--- src/rtl/ddmc_pkg.sv ---
// shared types, constants and font table of the digit matrix counter
package ddmc_pkg;

  localparam int PIXEL_COUNT = 25;
  localparam int GRID_SIDE   = 5;
  localparam int DIGIT_COUNT = 10;
  localparam int QUEUE_DEPTH = 2;

  localparam int ACTION_W = 2;
  localparam int TIME_W   = 32;
  localparam int INDEX_W  = 5;
  localparam int COLOR_W  = 24;
  localparam int DIGIT_W  = 4;
  localparam int POS_W    = 3;
  localparam int CFG_IDX_W  = 2;
  localparam int CFG_DATA_W = 32;

  // event codes
  localparam logic [ACTION_W-1:0] ACT_UP   = 2'd0;
  localparam logic [ACTION_W-1:0] ACT_DOWN = 2'd1;

  // register indexes
  localparam logic [CFG_IDX_W-1:0] REG_WINDOW = 2'd0;
  localparam logic [CFG_IDX_W-1:0] REG_LIT    = 2'd1;
  localparam logic [CFG_IDX_W-1:0] REG_DARK   = 2'd2;

  localparam logic [TIME_W-1:0]  RESET_WINDOW = 32'd200000;
  localparam logic [COLOR_W-1:0] RESET_LIT    = 24'h00FF00;
  localparam logic [COLOR_W-1:0] RESET_DARK   = 24'h000000;

  localparam logic [DIGIT_W-1:0] DIGIT_MAX  = 4'(DIGIT_COUNT - 1);
  localparam logic [POS_W-1:0]   POS_LAST   = 3'(GRID_SIDE - 1);
  localparam logic [INDEX_W-1:0] INDEX_LAST = 5'(PIXEL_COUNT - 1);

  // bit c of row r lights column c
  localparam logic [GRID_SIDE-1:0] FONT_ROWS [DIGIT_COUNT][GRID_SIDE] = '{
    '{5'h1F, 5'h11, 5'h11, 5'h11, 5'h1F},
    '{5'h00, 5'h00, 5'h1F, 5'h00, 5'h00},
    '{5'h1D, 5'h15, 5'h15, 5'h15, 5'h17},
    '{5'h11, 5'h15, 5'h15, 5'h15, 5'h1F},
    '{5'h07, 5'h04, 5'h04, 5'h04, 5'h1F},
    '{5'h17, 5'h15, 5'h15, 5'h15, 5'h1D},
    '{5'h1F, 5'h15, 5'h15, 5'h15, 5'h1D},
    '{5'h01, 5'h01, 5'h01, 5'h01, 5'h1F},
    '{5'h1F, 5'h15, 5'h15, 5'h15, 5'h1F},
    '{5'h17, 5'h15, 5'h15, 5'h15, 5'h1F}
  };

  typedef struct packed {
    logic [DIGIT_W-1:0] digit;
  } frame_req_t;

  typedef struct packed {
    logic [COLOR_W-1:0] lit;
    logic [COLOR_W-1:0] dark;
  } color_cfg_t;

endpackage

--- src/rtl/ddmc_if.sv ---
// button event and pixel channel interfaces
interface ddmc_evt_if;
  import ddmc_pkg::*;
  logic                valid;
  logic                ready;
  logic [ACTION_W-1:0] action;
  logic [TIME_W-1:0]   timestamp_us;
  modport source (output valid, output action, output timestamp_us, input ready);
  modport sink   (input valid, input action, input timestamp_us, output ready);
endinterface

interface ddmc_pix_if;
  import ddmc_pkg::*;
  logic               valid;
  logic               ready;
  logic [INDEX_W-1:0] pixel_index;
  logic [COLOR_W-1:0] pixel_color;
  logic [DIGIT_W-1:0] shown_digit;
  logic               last_pixel;
  modport source (output valid, output pixel_index, output pixel_color,
                  output shown_digit, output last_pixel, input ready);
  modport sink   (input valid, input pixel_index, input pixel_color,
                  input shown_digit, input last_pixel, output ready);
endinterface

--- src/rtl/ddmc_front.sv ---
// event front end: debounce check and digit update
module ddmc_front (
  input  logic                           clk_i,
  input  logic                           rst_ni,
  ddmc_evt_if.sink                       evt,
  input  logic [ddmc_pkg::TIME_W-1:0]    window_i,
  input  logic                           full_i,
  output logic                           push_o,
  output ddmc_pkg::frame_req_t           push_data_o
);
  import ddmc_pkg::*;

  logic [TIME_W-1:0]  last_q, last_d;
  logic [DIGIT_W-1:0] digit_q, digit_d;
  logic [TIME_W-1:0]  gap;
  logic               take;

  assign evt.ready = !full_i;
  assign gap       = evt.timestamp_us - last_q;
  assign take      = evt.valid && !full_i && (gap > window_i);

  always_comb begin
    last_d  = last_q;
    digit_d = digit_q;
    if (take) begin
      last_d = evt.timestamp_us;
      case (evt.action)
        ACT_UP:   digit_d = (digit_q == DIGIT_MAX) ? '0 : digit_q + 4'd1;
        ACT_DOWN: digit_d = (digit_q == '0) ? DIGIT_MAX : digit_q - 4'd1;
        default:  digit_d = digit_q;
      endcase
    end
  end

  always_ff @(posedge clk_i or negedge rst_ni) begin
    if (!rst_ni) begin
      last_q  <= '0;
      digit_q <= '0;
    end else begin
      last_q  <= last_d;
      digit_q <= digit_d;
    end
  end

  assign push_o            = take;
  assign push_data_o.digit = digit_d;
endmodule

--- src/rtl/ddmc_queue.sv ---
// short frame request queue between front and back end
module ddmc_queue (
  input  logic                 clk_i,
  input  logic                 rst_ni,
  input  logic                 push_i,
  input  ddmc_pkg::frame_req_t push_data_i,
  output logic                 full_o,
  input  logic                 pop_i,
  output ddmc_pkg::frame_req_t pop_data_o,
  output logic                 empty_o
);
  import ddmc_pkg::*;

  localparam int PTR_W = $clog2(QUEUE_DEPTH);
  localparam int CNT_W = $clog2(QUEUE_DEPTH + 1);

  frame_req_t       slot_q [QUEUE_DEPTH];
  logic [PTR_W-1:0] wr_q, wr_d, rd_q, rd_d;
  logic [CNT_W-1:0] cnt_q, cnt_d;
  logic             do_push, do_pop;

  assign full_o     = (cnt_q == CNT_W'(QUEUE_DEPTH));
  assign empty_o    = (cnt_q == '0);
  assign do_push    = push_i && !full_o;
  assign do_pop     = pop_i && !empty_o;
  assign pop_data_o = slot_q[rd_q];

  always_comb begin
    wr_d  = wr_q;
    rd_d  = rd_q;
    cnt_d = cnt_q;
    if (do_push) begin
      wr_d = (wr_q == PTR_W'(QUEUE_DEPTH - 1)) ? '0 : wr_q + PTR_W'(1);
    end
    if (do_pop) begin
      rd_d = (rd_q == PTR_W'(QUEUE_DEPTH - 1)) ? '0 : rd_q + PTR_W'(1);
    end
    case ({do_push, do_pop})
      2'b10:   cnt_d = cnt_q + CNT_W'(1);
      2'b01:   cnt_d = cnt_q - CNT_W'(1);
      default: cnt_d = cnt_q;
    endcase
  end

  always_ff @(posedge clk_i or negedge rst_ni) begin
    if (!rst_ni) begin
      wr_q  <= '0;
      rd_q  <= '0;
      cnt_q <= '0;
    end else begin
      wr_q  <= wr_d;
      rd_q  <= rd_d;
      cnt_q <= cnt_d;
    end
  end

  always_ff @(posedge clk_i) begin
    if (do_push) begin
      slot_q[wr_q] <= push_data_i;
    end
  end
endmodule

--- src/rtl/ddmc_back.sv ---
// frame back end: walks the 5x5 font and drives the pixel output register
module ddmc_back (
  input  logic                 clk_i,
  input  logic                 rst_ni,
  input  ddmc_pkg::color_cfg_t colors_i,
  input  logic                 empty_i,
  input  ddmc_pkg::frame_req_t pop_data_i,
  output logic                 pop_o,
  ddmc_pix_if.source           pix
);
  import ddmc_pkg::*;

  logic               active_q, active_d;
  logic [DIGIT_W-1:0] digit_q, digit_d;
  logic [POS_W-1:0]   row_q, row_d, col_q, col_d;
  logic [INDEX_W-1:0] idx_q, idx_d;
  logic               valid_q, valid_d;
  logic [INDEX_W-1:0] out_idx_q;
  logic [COLOR_W-1:0] out_color_q;
  logic [DIGIT_W-1:0] out_digit_q;
  logic               out_last_q;
  logic               adv, at_last, lit;
  logic [GRID_SIDE-1:0] row_bits;

  assign adv      = !valid_q || pix.ready;
  assign at_last  = (idx_q == INDEX_LAST);
  assign row_bits = FONT_ROWS[digit_q][row_q];
  assign lit      = row_bits[col_q];
  assign pop_o    = !empty_i && (!active_q || (adv && at_last));

  always_comb begin
    active_d = active_q;
    digit_d  = digit_q;
    row_d    = row_q;
    col_d    = col_q;
    idx_d    = idx_q;
    valid_d  = valid_q;
    if (adv) begin
      valid_d = active_q;
      if (active_q) begin
        idx_d = idx_q + 5'd1;
        if (col_q == POS_LAST) begin
          col_d = '0;
          row_d = row_q + 3'd1;
        end else begin
          col_d = col_q + 3'd1;
        end
        if (at_last) begin
          active_d = 1'b0;
        end
      end
    end
    if (pop_o) begin
      active_d = 1'b1;
      digit_d  = pop_data_i.digit;
      row_d    = '0;
      col_d    = '0;
      idx_d    = '0;
    end
  end

  always_ff @(posedge clk_i or negedge rst_ni) begin
    if (!rst_ni) begin
      active_q <= 1'b0;
      valid_q  <= 1'b0;
    end else begin
      active_q <= active_d;
      valid_q  <= valid_d;
    end
  end

  always_ff @(posedge clk_i) begin
    digit_q <= digit_d;
    row_q   <= row_d;
    col_q   <= col_d;
    idx_q   <= idx_d;
    if (adv && active_q) begin
      out_idx_q   <= idx_q;
      out_color_q <= lit ? colors_i.lit : colors_i.dark;
      out_digit_q <= digit_q;
      out_last_q  <= at_last;
    end
  end

  assign pix.valid       = valid_q;
  assign pix.pixel_index = out_idx_q;
  assign pix.pixel_color = out_color_q;
  assign pix.shown_digit = out_digit_q;
  assign pix.last_pixel  = out_last_q;
endmodule

--- src/rtl/debounced_digit_matrix_counter_unit.sv ---
// top level of the debounced up/down digit counter with 5x5 matrix output
// An accepted button event (one whose wrapping microsecond gap from the last
// accepted event exceeds the debounce window) steps the digit up or down, or
// just redraws it, and produces a 25-pixel frame, row by row, last pixel
// flagged. Rejected events produce nothing. The front end takes one event
// per cycle while its two-entry frame queue has room; the back end's pixel
// counter emits one pixel per cycle while the sink is ready, and frames
// follow without gaps. The frame request is queued and the pixel output is
// registered. Colors are read from the registers as pixels go out; write
// them only while the block is idle.
module debounced_digit_matrix_counter_unit (
  input  logic                              clk_i,
  input  logic                              rst_ni,
  ddmc_evt_if.sink                          evt_i,
  ddmc_pix_if.source                        pix_o,
  input  logic                              cfg_we_i,
  input  logic [ddmc_pkg::CFG_IDX_W-1:0]    cfg_idx_i,
  input  logic [ddmc_pkg::CFG_DATA_W-1:0]   cfg_data_i
);
  import ddmc_pkg::*;

  // configuration registers
  logic [TIME_W-1:0]  window_q;
  color_cfg_t         colors_q;

  // front to queue and queue to back
  logic       push, full, pop, empty;
  frame_req_t push_data, pop_data;

  always_ff @(posedge clk_i or negedge rst_ni) begin
    if (!rst_ni) begin
      window_q      <= RESET_WINDOW;
      colors_q.lit  <= RESET_LIT;
      colors_q.dark <= RESET_DARK;
    end else if (cfg_we_i) begin
      case (cfg_idx_i)
        REG_WINDOW: window_q      <= cfg_data_i;
        REG_LIT:    colors_q.lit  <= cfg_data_i[COLOR_W-1:0];
        REG_DARK:   colors_q.dark <= cfg_data_i[COLOR_W-1:0];
        default: begin
          // unknown index, write dropped
        end
      endcase
    end
  end

  // debounce and digit step
  ddmc_front u_front (
    .clk_i       (clk_i),
    .rst_ni      (rst_ni),
    .evt         (evt_i),
    .window_i    (window_q),
    .full_i      (full),
    .push_o      (push),
    .push_data_o (push_data)
  );

  // pending frames
  ddmc_queue u_queue (
    .clk_i       (clk_i),
    .rst_ni      (rst_ni),
    .push_i      (push),
    .push_data_i (push_data),
    .full_o      (full),
    .pop_i       (pop),
    .pop_data_o  (pop_data),
    .empty_o     (empty)
  );

  // pixel generation
  ddmc_back u_back (
    .clk_i      (clk_i),
    .rst_ni     (rst_ni),
    .colors_i   (colors_q),
    .empty_i    (empty),
    .pop_data_i (pop_data),
    .pop_o      (pop),
    .pix        (pix_o)
  );
endmodule

--- src/flat_wrapper.sv ---
// flat-port wrapper written by rule: the top's interface ports become plain ports
module debounced_digit_matrix_counter_unit_flat import ddmc_pkg::*;
  (clk_i, rst_ni, cfg_we_i, cfg_idx_i, cfg_data_i, evt_i_valid, evt_i_action, evt_i_timestamp_us, evt_i_ready, pix_o_valid, pix_o_pixel_index, pix_o_pixel_color, pix_o_shown_digit, pix_o_last_pixel, pix_o_ready);
  ddmc_evt_if evt_i_i ();
  ddmc_pix_if pix_o_i ();
  input  logic clk_i;
  input  logic rst_ni;
  input  logic cfg_we_i;
  input  logic [ddmc_pkg::CFG_IDX_W-1:0] cfg_idx_i;
  input  logic [ddmc_pkg::CFG_DATA_W-1:0] cfg_data_i;
  input wire logic [$bits(evt_i_i.valid)-1:0] evt_i_valid;
  input wire logic [$bits(evt_i_i.action)-1:0] evt_i_action;
  input wire logic [$bits(evt_i_i.timestamp_us)-1:0] evt_i_timestamp_us;
  output wire logic [$bits(evt_i_i.ready)-1:0] evt_i_ready;
  output wire logic [$bits(pix_o_i.valid)-1:0] pix_o_valid;
  output wire logic [$bits(pix_o_i.pixel_index)-1:0] pix_o_pixel_index;
  output wire logic [$bits(pix_o_i.pixel_color)-1:0] pix_o_pixel_color;
  output wire logic [$bits(pix_o_i.shown_digit)-1:0] pix_o_shown_digit;
  output wire logic [$bits(pix_o_i.last_pixel)-1:0] pix_o_last_pixel;
  input wire logic [$bits(pix_o_i.ready)-1:0] pix_o_ready;
  assign evt_i_i.valid = evt_i_valid;
  assign evt_i_i.action = evt_i_action;
  assign evt_i_i.timestamp_us = evt_i_timestamp_us;
  assign evt_i_ready = evt_i_i.ready;
  assign pix_o_valid = pix_o_i.valid;
  assign pix_o_pixel_index = pix_o_i.pixel_index;
  assign pix_o_pixel_color = pix_o_i.pixel_color;
  assign pix_o_shown_digit = pix_o_i.shown_digit;
  assign pix_o_last_pixel = pix_o_i.last_pixel;
  assign pix_o_i.ready = pix_o_ready;
  debounced_digit_matrix_counter_unit u_core (.clk_i(clk_i), .rst_ni(rst_ni), .evt_i(evt_i_i), .pix_o(pix_o_i), .cfg_we_i(cfg_we_i), .cfg_idx_i(cfg_idx_i), .cfg_data_i(cfg_data_i));
endmodule
--- config.mk ---
export PLATFORM = sky130hd
export DESIGN_NAME = debounced_digit_matrix_counter_unit_flat
export DESIGN_NICKNAME = d
export VERILOG_FILES = /design/src/rtl/ddmc_pkg.sv /design/src/rtl/ddmc_if.sv /design/src/rtl/ddmc_front.sv /design/src/rtl/ddmc_queue.sv /design/src/rtl/ddmc_back.sv /design/src/rtl/debounced_digit_matrix_counter_unit.sv /design/src/flat_wrapper.sv
export SDC_FILE = /design/constraint.sdc
export NUM_CORES = 1
export LEC_CHECK = 0
export BUFFER_PORTS_ARGS = -buffer_cell sky130_fd_sc_hd__clkbuf_2
export CELL_PAD_IN_SITES_DETAIL_PLACEMENT = 0
export CELL_PAD_IN_SITES_GLOBAL_PLACEMENT = 2
export CORE_ASPECT_RATIO = 1.25
export CORE_UTILIZATION = 30
export CTS_BUF_LIST = sky130_fd_sc_hd__clkbuf_8 sky130_fd_sc_hd__clkbuf_16
export CTS_CLUSTER_DIAMETER = 50
export DETAILED_ROUTE_END_ITERATION = 16
export PLACE_DENSITY = 0.66
export SLEW_MARGIN = 20
export SYNTH_ARGS = -nofsm -noshare
export SYNTH_HDL_FRONTEND = slang
export SYNTH_SLANG_ARGS = --single-unit
--- constraint.sdc ---
create_clock -name clk_i -period 8.2 [get_ports clk_i]
set_input_delay 1.64 -clock clk_i [delete_from_list [all_inputs] [get_ports clk_i]]
set_output_delay 1.64 -clock clk_i [all_outputs]
set_load 0.03 [all_outputs]
==> summary.txt, run 1 <==
Yosys
  • Synth warnings: 0
  • Async S/R FF share, synth: between 60% and 70%
  • Syn_nets: 1017
  • Cell variety after synth: 60
  • Primary FF master, synth: dfrtp_1
  • Sequential cell area fraction in the yosys report: between 40% and 50%
  • Synthesized flop and latch total: 179
  • Post-synth EDFFs: 46
  • Avg Cell Area, Syn: 11.1 um^2
  • Cell area after synthesis: about 9600 um^2
  • Post-Syn Instances: 866

Drt
  • Residual DRC: 0
  • M1 WL: 9.84 mm
  • DRT iter0 DRCs: 225
  • Routed Antenna Nets: 0
  • DR WL met2: 10.9 mm
  • Drt pass-1 iters: 4
  • Routed wire per std cell: approximately 15 um
  • Post-Route WL: 21.7 mm
  • Via count: around 6500
  • DR WL met3: 699 um
  • DR top layer: met4
  • Average vias per placed instance: 4.64

Timing
  • Fin Setup TNS: 0 ps
  • F_max: 162 MHz
  • Worst Max-Slew Pin Slew: about 620 ps
  • Max-slew violations: 0
  • Setup repair after global routing missed its margin: no
  • Final Hold Fails: 0
  • Fin crit period: approximately 6000 ps
  • Final Setup Violations: 0
  • Tcrit/Tclk final: 75.1%
  • Final worst setup slack: 2040 ps
  • Final hold slack: 490 ps
  • Fin Clk Skew: between 8 and 9 ps
  • Slew headroom: roughly 60%

Hold path
  • HP Class: reg2reg

Critical path
  • Reg2reg setup slack: 2940 ps
  • Worst-path fanout max: 6
  • Setup CP Type: in2reg
  • WP data required: 8560 ps
  • Setup crit start kind: input pin
  • Worst flop-to-flop path endpoint: u_core.u_queue.cnt_q[1]
  • Crit. End Element: flip-flop
  • Crit path DAT: 6520 ps
  • Crit path from: evt_i_timestamp_us[1]
  • R2R depth: 24
  • Last element of the critical path: u_core.u_queue.cnt_q[1]
  • Reg2reg start: u_core.u_front.last_q[1]

Finish
  • Diode count: 0
  • FF/Latch Area: 4670 um^2
  • Area grow syn2layout: 16.9%
  • Commonest non-fill, non-tap cell in the layout: mux2_2
  • Most frequent cells in the layout: mux2_2 (110), dfrtp_1 (108), clkbuf_2 (107)
  • Fillers: 3233
  • Fraction of layout instances using a drive strength above 1: around 28%
  • Area of the multi-input gates: 4570 um^2
  • Final #Nets: 1131

Power
  • Worst vdd ir: 0.141 mV
  • Static Leakage: 5.04 nW
  • Power Density: roughly 380 nW/um^2

CTS
  • CTS buffer count: 17
  • Root buffer selected by CTS: clkbuf_16
  • CTS max path bufs: 2
  • Worst-Skew Late Latency: about 430 ps
  • H-tree Lvls: 4
  • Clock slew at reported path FFs: 70 ps
  • CTS tree: yes
  • Post-CTS sizing: 0
  • Number of post-CTS setup repair buffers: 0
  • CTS sink count: 179
  • Post-CTS Hold Buffers: 0

GRT
  • Vias in the first global route: about 6600
  • Largest net degree at the start of global routing: 78
  • Initial antenna violation count: 0
  • Total track usage: 13.9%
  • Total gr overflow: 0
  • First-pass GRT wire length: 35.5 mm

Floorplanning
  • Initial Utilization: 30.4%
  • Core Rows: 73
  • Die width: around 160 um
  • Die Y: 202 um
  • DIE AREA: 32800 um^2
  • Core ar.: 31700 um^2
  • # IOs: 109

Job
  • Max cap viols: 0

Run status
  • Status: finished clean

Placed design
  • Final Wtd Congestion: 0.761
  • PortBufs: 108
  • Pre-CTS WS: 1500 ps
  • Dpl hpwl: 16.5 mm
[cell families (layout without fill, tap and decap cells)]
logic type | after synthesis | in the layout | synth area share, %
XOR/XNOR | 38 | 38 | 3.46
AND/OR/NAND/NOR | 168 | 168 | 8.08
buffers and inverters | 106 | 233 | 4.17
AO/OA/AOI/OAI | 185 | 185 | 12.5
flip-flops | 179 | 179 | 48.5
multiplexers | 112 | 112 | 13.1
adder cells (fa/ha/maj) | 78 | 78 | 10.2
[metrics by stage]
step	cells	power, mW	instance area, um^2	util [%]
finish	1405	4.30	11300	35.5
global route	1405	4.68	11300	35.5
CTS	1404	4.38	11200	35.5
detailed placement	1372	3.58	10700	33.7
global placement	1372	3.56	10700	33.7
floorplan	866	3.04	9630	-
[layout make-up]
type | count | share of cell area, %
Sequential cell | 179 | 41.5
Multi-Input combinational cell | 581 | 40.6
Timing Repair Buffer | 117 | 5.54
Tap cell | 412 | 4.58
Clock buffer | 20 | 4.25
Inverter | 84 | 2.80
Clock inverter | 12 | 0.722
[cells in the mapped netlist, types with 7 or more instances]
cell	number	area share, %
dfxtp_1	11	2.3
ha_1	77	10
clkbuf_1	19	0.74
nor2b_1	13	0.84
nor2_1	41	1.6
nand2b_1	7	0.45
xnor2_1	25	2.3
nand4_1	11	0.71
dfstp_2	14	3.8
nand3_1	10	0.52
a21oi_1	46	2.4
inv_1	84	3.3
nor3_1	7	0.36
mux2_2	110	13
a21o_1	23	1.8
a211oi_1	7	0.55
o21bai_1	7	0.55
o21ai_0	54	2.8
dfrtp_1	108	28
edfxtp_1	46	14
nand2_1	65	2.5
xor2_1	13	1.2
[registers in the layout, indices dropped and copies added, names as in the netlist]
name / count
u_core.u_queue.rd_q: 1
u_core.colors_q: 48
u_core.u_back.active_q: 1
u_core.u_queue.wr_q: 1
u_core.window_q: 32
u_core.u_front.digit_q: 4
u_core.u_back.pix.pixel_index: 5
u_core.u_back.pix.last_pixel: 1
u_core.u_back.col_q: 3
u_core.u_back.idx_q: 5
u_core.u_queue.cnt_q: 2
u_core.u_back.pix.valid: 1
u_core.u_back.pix.pixel_color: 24
u_core.u_front.last_q: 32
u_core.u_back.pix.shown_digit: 4
u_core.u_queue.slot_q: 8
u_core.u_back.digit_q: 4
u_core.u_back.row_q: 3
[critical path: stages]
cell      delay, ps
clkbuf_2        120
ha_1            280
nor2b_1         140
o2111a_1        240
o311a_1         310
o21ai_1         290
o21bai_1        260
a211oi_1        410
o21bai_1        100
a21oi_1         190
xnor2_1         160
ha_1            270
a21o_1          180
a21o_1          180
a21oi_1         120
o21ai_0         120
a211oi_1        190
o211ai_1        130
a21oi_2         330
nor2_4           70
inv_1           200
ha_1            300
nor2_1          140
xor2_1          150
[worst min-delay path by stage]
stage | startpoint | cells after the start | slack [ps] | end
6_report | u_core.u_queue.cnt_q[1] | 1 | 490 | u_core.u_queue.cnt_q[1]
5_1_grt | u_core.u_back.idx_q[4] | 0 | 510 | u_core.u_back.pix.pixel_index[4]
4_1_cts | u_core.u_back.idx_q[4] | 0 | 490 | u_core.u_back.pix.pixel_index[4]
3_5_place_dp | u_core.u_back.idx_q[4] | 0 | 470 | u_core.u_back.pix.pixel_index[4]
3_3_place_gp | u_core.u_back.idx_q[4] | 0 | 460 | u_core.u_back.pix.pixel_index[4]
2_1_floorplan | u_core.u_back.digit_q[2] | 0 | 420 | u_core.u_back.pix.shown_digit[2]
[layer usage]
layer  vias to the layer above  GRT usage (%)
li1                       3294              -
met1                      3121           17.4
met2                        94           24.3
met3                        14           2.73
met4                         0           3.77
met5                         -              0
[power by group]
part           switching (mW)  leakage, nW  total [mW]  internal [mW]
combinational            1.15         2.80        2.13          0.981
clock                   0.357        0.281       0.780          0.422
sequential              0.157         1.97        1.39           1.24
Note: power is estimated with default switching activity, not from simulation.
==> run 2: changes to the inputs <==
--- a/config.mk
+++ b/config.mk
@@ -13,7 +13,7 @@
 export CTS_BUF_LIST = sky130_fd_sc_hd__clkbuf_8 sky130_fd_sc_hd__clkbuf_16
 export CTS_CLUSTER_DIAMETER = 50
 export DETAILED_ROUTE_END_ITERATION = 16
-export PLACE_DENSITY = 0.66
+export PLACE_DENSITY = 0.69
 export SLEW_MARGIN = 20
 export SYNTH_ARGS = -nofsm -noshare
 export SYNTH_HDL_FRONTEND = slang
==> constraint.sdc (replaced) <==
create_clock -name clk_i -period 5.6 [get_ports clk_i]
set_input_delay 1.12 -clock clk_i [delete_from_list [all_inputs] [get_ports clk_i]]
set_output_delay 1.12 -clock clk_i [all_outputs]
set_load 0.03 [all_outputs]
==> summary.txt, run 2 (synthesized netlist as in run 1, its figures left out) <==
Finish
  • Top flop regs: u_core.colors_q: 48 flops, u_core.u_front.last_q: 32 flops, u_core.window_q: 32 flops
  • Area grow syn2layout: 18.8%
  • Max FFs per register: 48 (unchanged)
  • Most flops, register: u_core.colors_q
  • Layout Cells excl Fill: 1425 (+1.4%)
  • Fin area: 11400 um^2 (+1.7%)
  • Final Util: 36.1% (+0.60 points)
  • Commonest non-fill, non-tap cell in the layout: mux2_2
  • Final #Nets: 1150 (+1.7%)
  • Most frequent cells in the layout: mux2_2 (110), dfrtp_1 (108), clkbuf_2 (107)
  • Fraction of layout instances using a drive strength above 1: 29.7% (+1.5 points)

Drt
  • Drt pass-1 iters: 5 (+1)
  • DRT iter0 DRCs: 226 (+0.44%)
  • Routed Antenna Nets: 0 (unchanged)
  • Residual DRC: 0 (unchanged)
  • Routed wire per std cell: 15.1 um (-2.3%)
  • Post-Route WL: 21.5 mm (-0.94%)
  • Average vias per placed instance: 4.65 (+0.24%)
  • Via count: 6632 (+1.7%)

Critical path
  • Setup crit start kind: input pin
  • Setup CP Type: in2reg
  • R2R depth: 24 (unchanged)
  • Reg2reg setup slack: 820 ps (-2120 ps)
  • Crit path from: evt_i_timestamp_us[0]
  • Crit path DAT: 5550 ps (-970 ps)
  • Worst-path fanout max: 3 (-3)
  • Crit. End Element: flip-flop
  • WP data required: 5920 ps (-2640 ps)
  • Last element of the critical path: u_core.u_queue.cnt_q[1]
  • Worst flop-to-flop path endpoint: u_core.u_queue.cnt_q[1]
  • Reg2reg start: u_core.u_front.last_q[0]

CTS
  • CTS max path bufs: 2 (unchanged)
  • H-tree Lvls: 4 (unchanged)
  • Root buffer selected by CTS: clkbuf_16
  • Worst-Skew Late Latency: 430 ps (about the same)
  • Clock slew at reported path FFs: 70 ps (about the same)
  • CTS tree: yes
  • CTS buffer count: 17 (unchanged)
  • CTS sink count: 179 (unchanged)

Timing
  • Max-slew violations: 0 (unchanged)
  • Fin crit period: 5240 ps
  • Fin Clk Skew: 5.89 ps (-2.87 ps)
  • Worst Max-Slew Pin Slew: 679 ps (+57.9 ps)
  • Tcrit/Tclk final: 93.5%
  • Final Setup Violations: 0 (unchanged)
  • Setup repair after global routing missed its margin: no
  • Slew headroom: 54.5% (-4.1 points)
  • F_max: 191 MHz
  • Final hold slack: 487 ps (-2.70 ps)
  • Final Hold Fails: 0 (unchanged)
  • Fin Setup TNS: 0 ps (unchanged)

Power
  • Worst vdd ir: 0.256 mV (+82%)
  • Psw: 2.47 mW (+49%)
  • Gate power share: 49.7% (+0.3 points)
  • Sequential power share: 31.5% (-0.9 points)
  • Sw frac: 38.0% (-0.55 points)
  • Static Leakage: 5.15 nW (+2.0%)
  • Power Density: 567 nW/um^2 (+49%)
  • Clock power share: 18.9% (+0.8 points)
  • Internal power: 4.02 mW (+52%)

Run status
  • Status: finished clean

GRT
  • Vias in the first global route: 6514 (-1.4%)
  • First-pass GRT wire length: 34.3 mm (-3.4%)
  • Largest net degree at the start of global routing: 64 (-18%)
  • Total track usage: 13.5% (-0.41 points)
  • Total gr overflow: 0 (unchanged)
  • Initial antenna violation count: 1 (+1)

Floorplanning
  • Die width: 162 um (unchanged)
  • Core Rows: 73 (unchanged)
  • Die Y: 202 um (unchanged)
  • Initial Utilization: 30.4% (unchanged)
  • DIE AREA: 32800 um^2 (unchanged)
  • # IOs: 109 (unchanged)
  • Core ar.: 31700 um^2 (unchanged)

Placed design
  • PortBufs: 108 (unchanged)
  • Dpl cells: 1392 (+1.5%)
  • Final Wtd Congestion: 0.801 (+5.3%)
  • Dpl hpwl: 16.3 mm (-1.6%)
  • Post-DP Area: 10800 um^2 (+1.5%)

Job
  • Max cap viols: 0 (unchanged)

Hold path
  • HP Class: reg2reg
==> run 2: cell types whose count changed in the layout (fill, tap and decap cells not counted), sizes merged <==
cell      delta
buf         +19
clkbuf       -3
bufinv       +2
clkinv       +2
clkinvlp     -1
diode        +1
==> run 2: what timing repair did <==
item,CTS,global route
endpoints found under the hold margin,0,0
endpoints found under the setup margin,0,6
resized for setup,0,2
hold buffers,0,0
setup buffers,0,0
==> run 2: final cells by class <==
type / count / area, um^2
timing repair buffer: 136 / 766
clock buffer: 17 / 425
sequential: 179 / 4670
tap: 412 / 515
clock inverter: 15 / 174
multi-input combinational: 581 / 4580
inverter: 84 / 315
fill: 3214 / 20200
antenna: 1 / 2.50
==> run 2: worst min path at each step <==
stage | start | end | slack (ps) | cells past startpoint
detailed placement | u_core.u_back.idx_q[4] | u_core.u_back.pix.pixel_index[4] | 470 | 0
floorplan | u_core.u_back.digit_q[2] | u_core.u_back.pix.shown_digit[2] | 420 | 0
CTS | u_core.u_back.idx_q[4] | u_core.u_back.pix.pixel_index[4] | 490 | 0
global placement | u_core.u_back.idx_q[4] | u_core.u_back.pix.pixel_index[4] | 460 | 0
global route | u_core.u_back.idx_q[4] | u_core.u_back.pix.pixel_index[4] | 500 | 0
finish | u_core.u_back.idx_q[4] | u_core.u_back.pix.pixel_index[4] | 490 | 0
==> run 2: per-stage QoR <==
stage / total power [mW] / setup slack [ps]
2_1_floorplan: 4.45 / 81.1
3_3_place_gp: 5.30 / -220
3_5_place_dp: 5.33 / -258
4_1_cts: 6.60 / 188
5_1_grt: 7.04 / 0.445
6_report: 6.49 / 364
==> run 2: worst max-delay path: stages <==
cell and delay, ps:
clkbuf_2 90, inv_1 50, ha_1 170, inv_1 50, fa_1 380, a21o_1 190
a221oi_2 330, o211ai_2 150, a21o_1 190, o41a_1 380, o211ai_1 220, nand2_1 90
xor2_1 150, ha_1 300, a21o_1 160, a21oi_1 130, o21ai_1 130, a211oi_2 160
o211ai_1 180, a21oi_2 240, nor2_4 70, inv_1 110, ha_1 170, xnor2_1 130
nor2_1 70, xor2_1 130
==> run 2: power by group through the flow <==
| stage | clock, mW | combinational (mW) | sequential, mW |
|---|---|---|---|
| finish | 1.23 | 3.23 | 2.04 |
| global route | 1.32 | 3.62 | 2.09 |
| CTS | 1.27 | 3.29 | 2.05 |
| detailed placement | 0 | 3.26 | 2.07 |
| global placement | 0 | 3.24 | 2.06 |
| floorplan | 0 | 2.30 | 2.15 |
==> run 2: routing by layer <==
layer	GRT usage [%]	routed length, um
met1	17.3	10100
met5	0	0
met3	2.44	571
met4	4.51	339
met2	22.8	10500
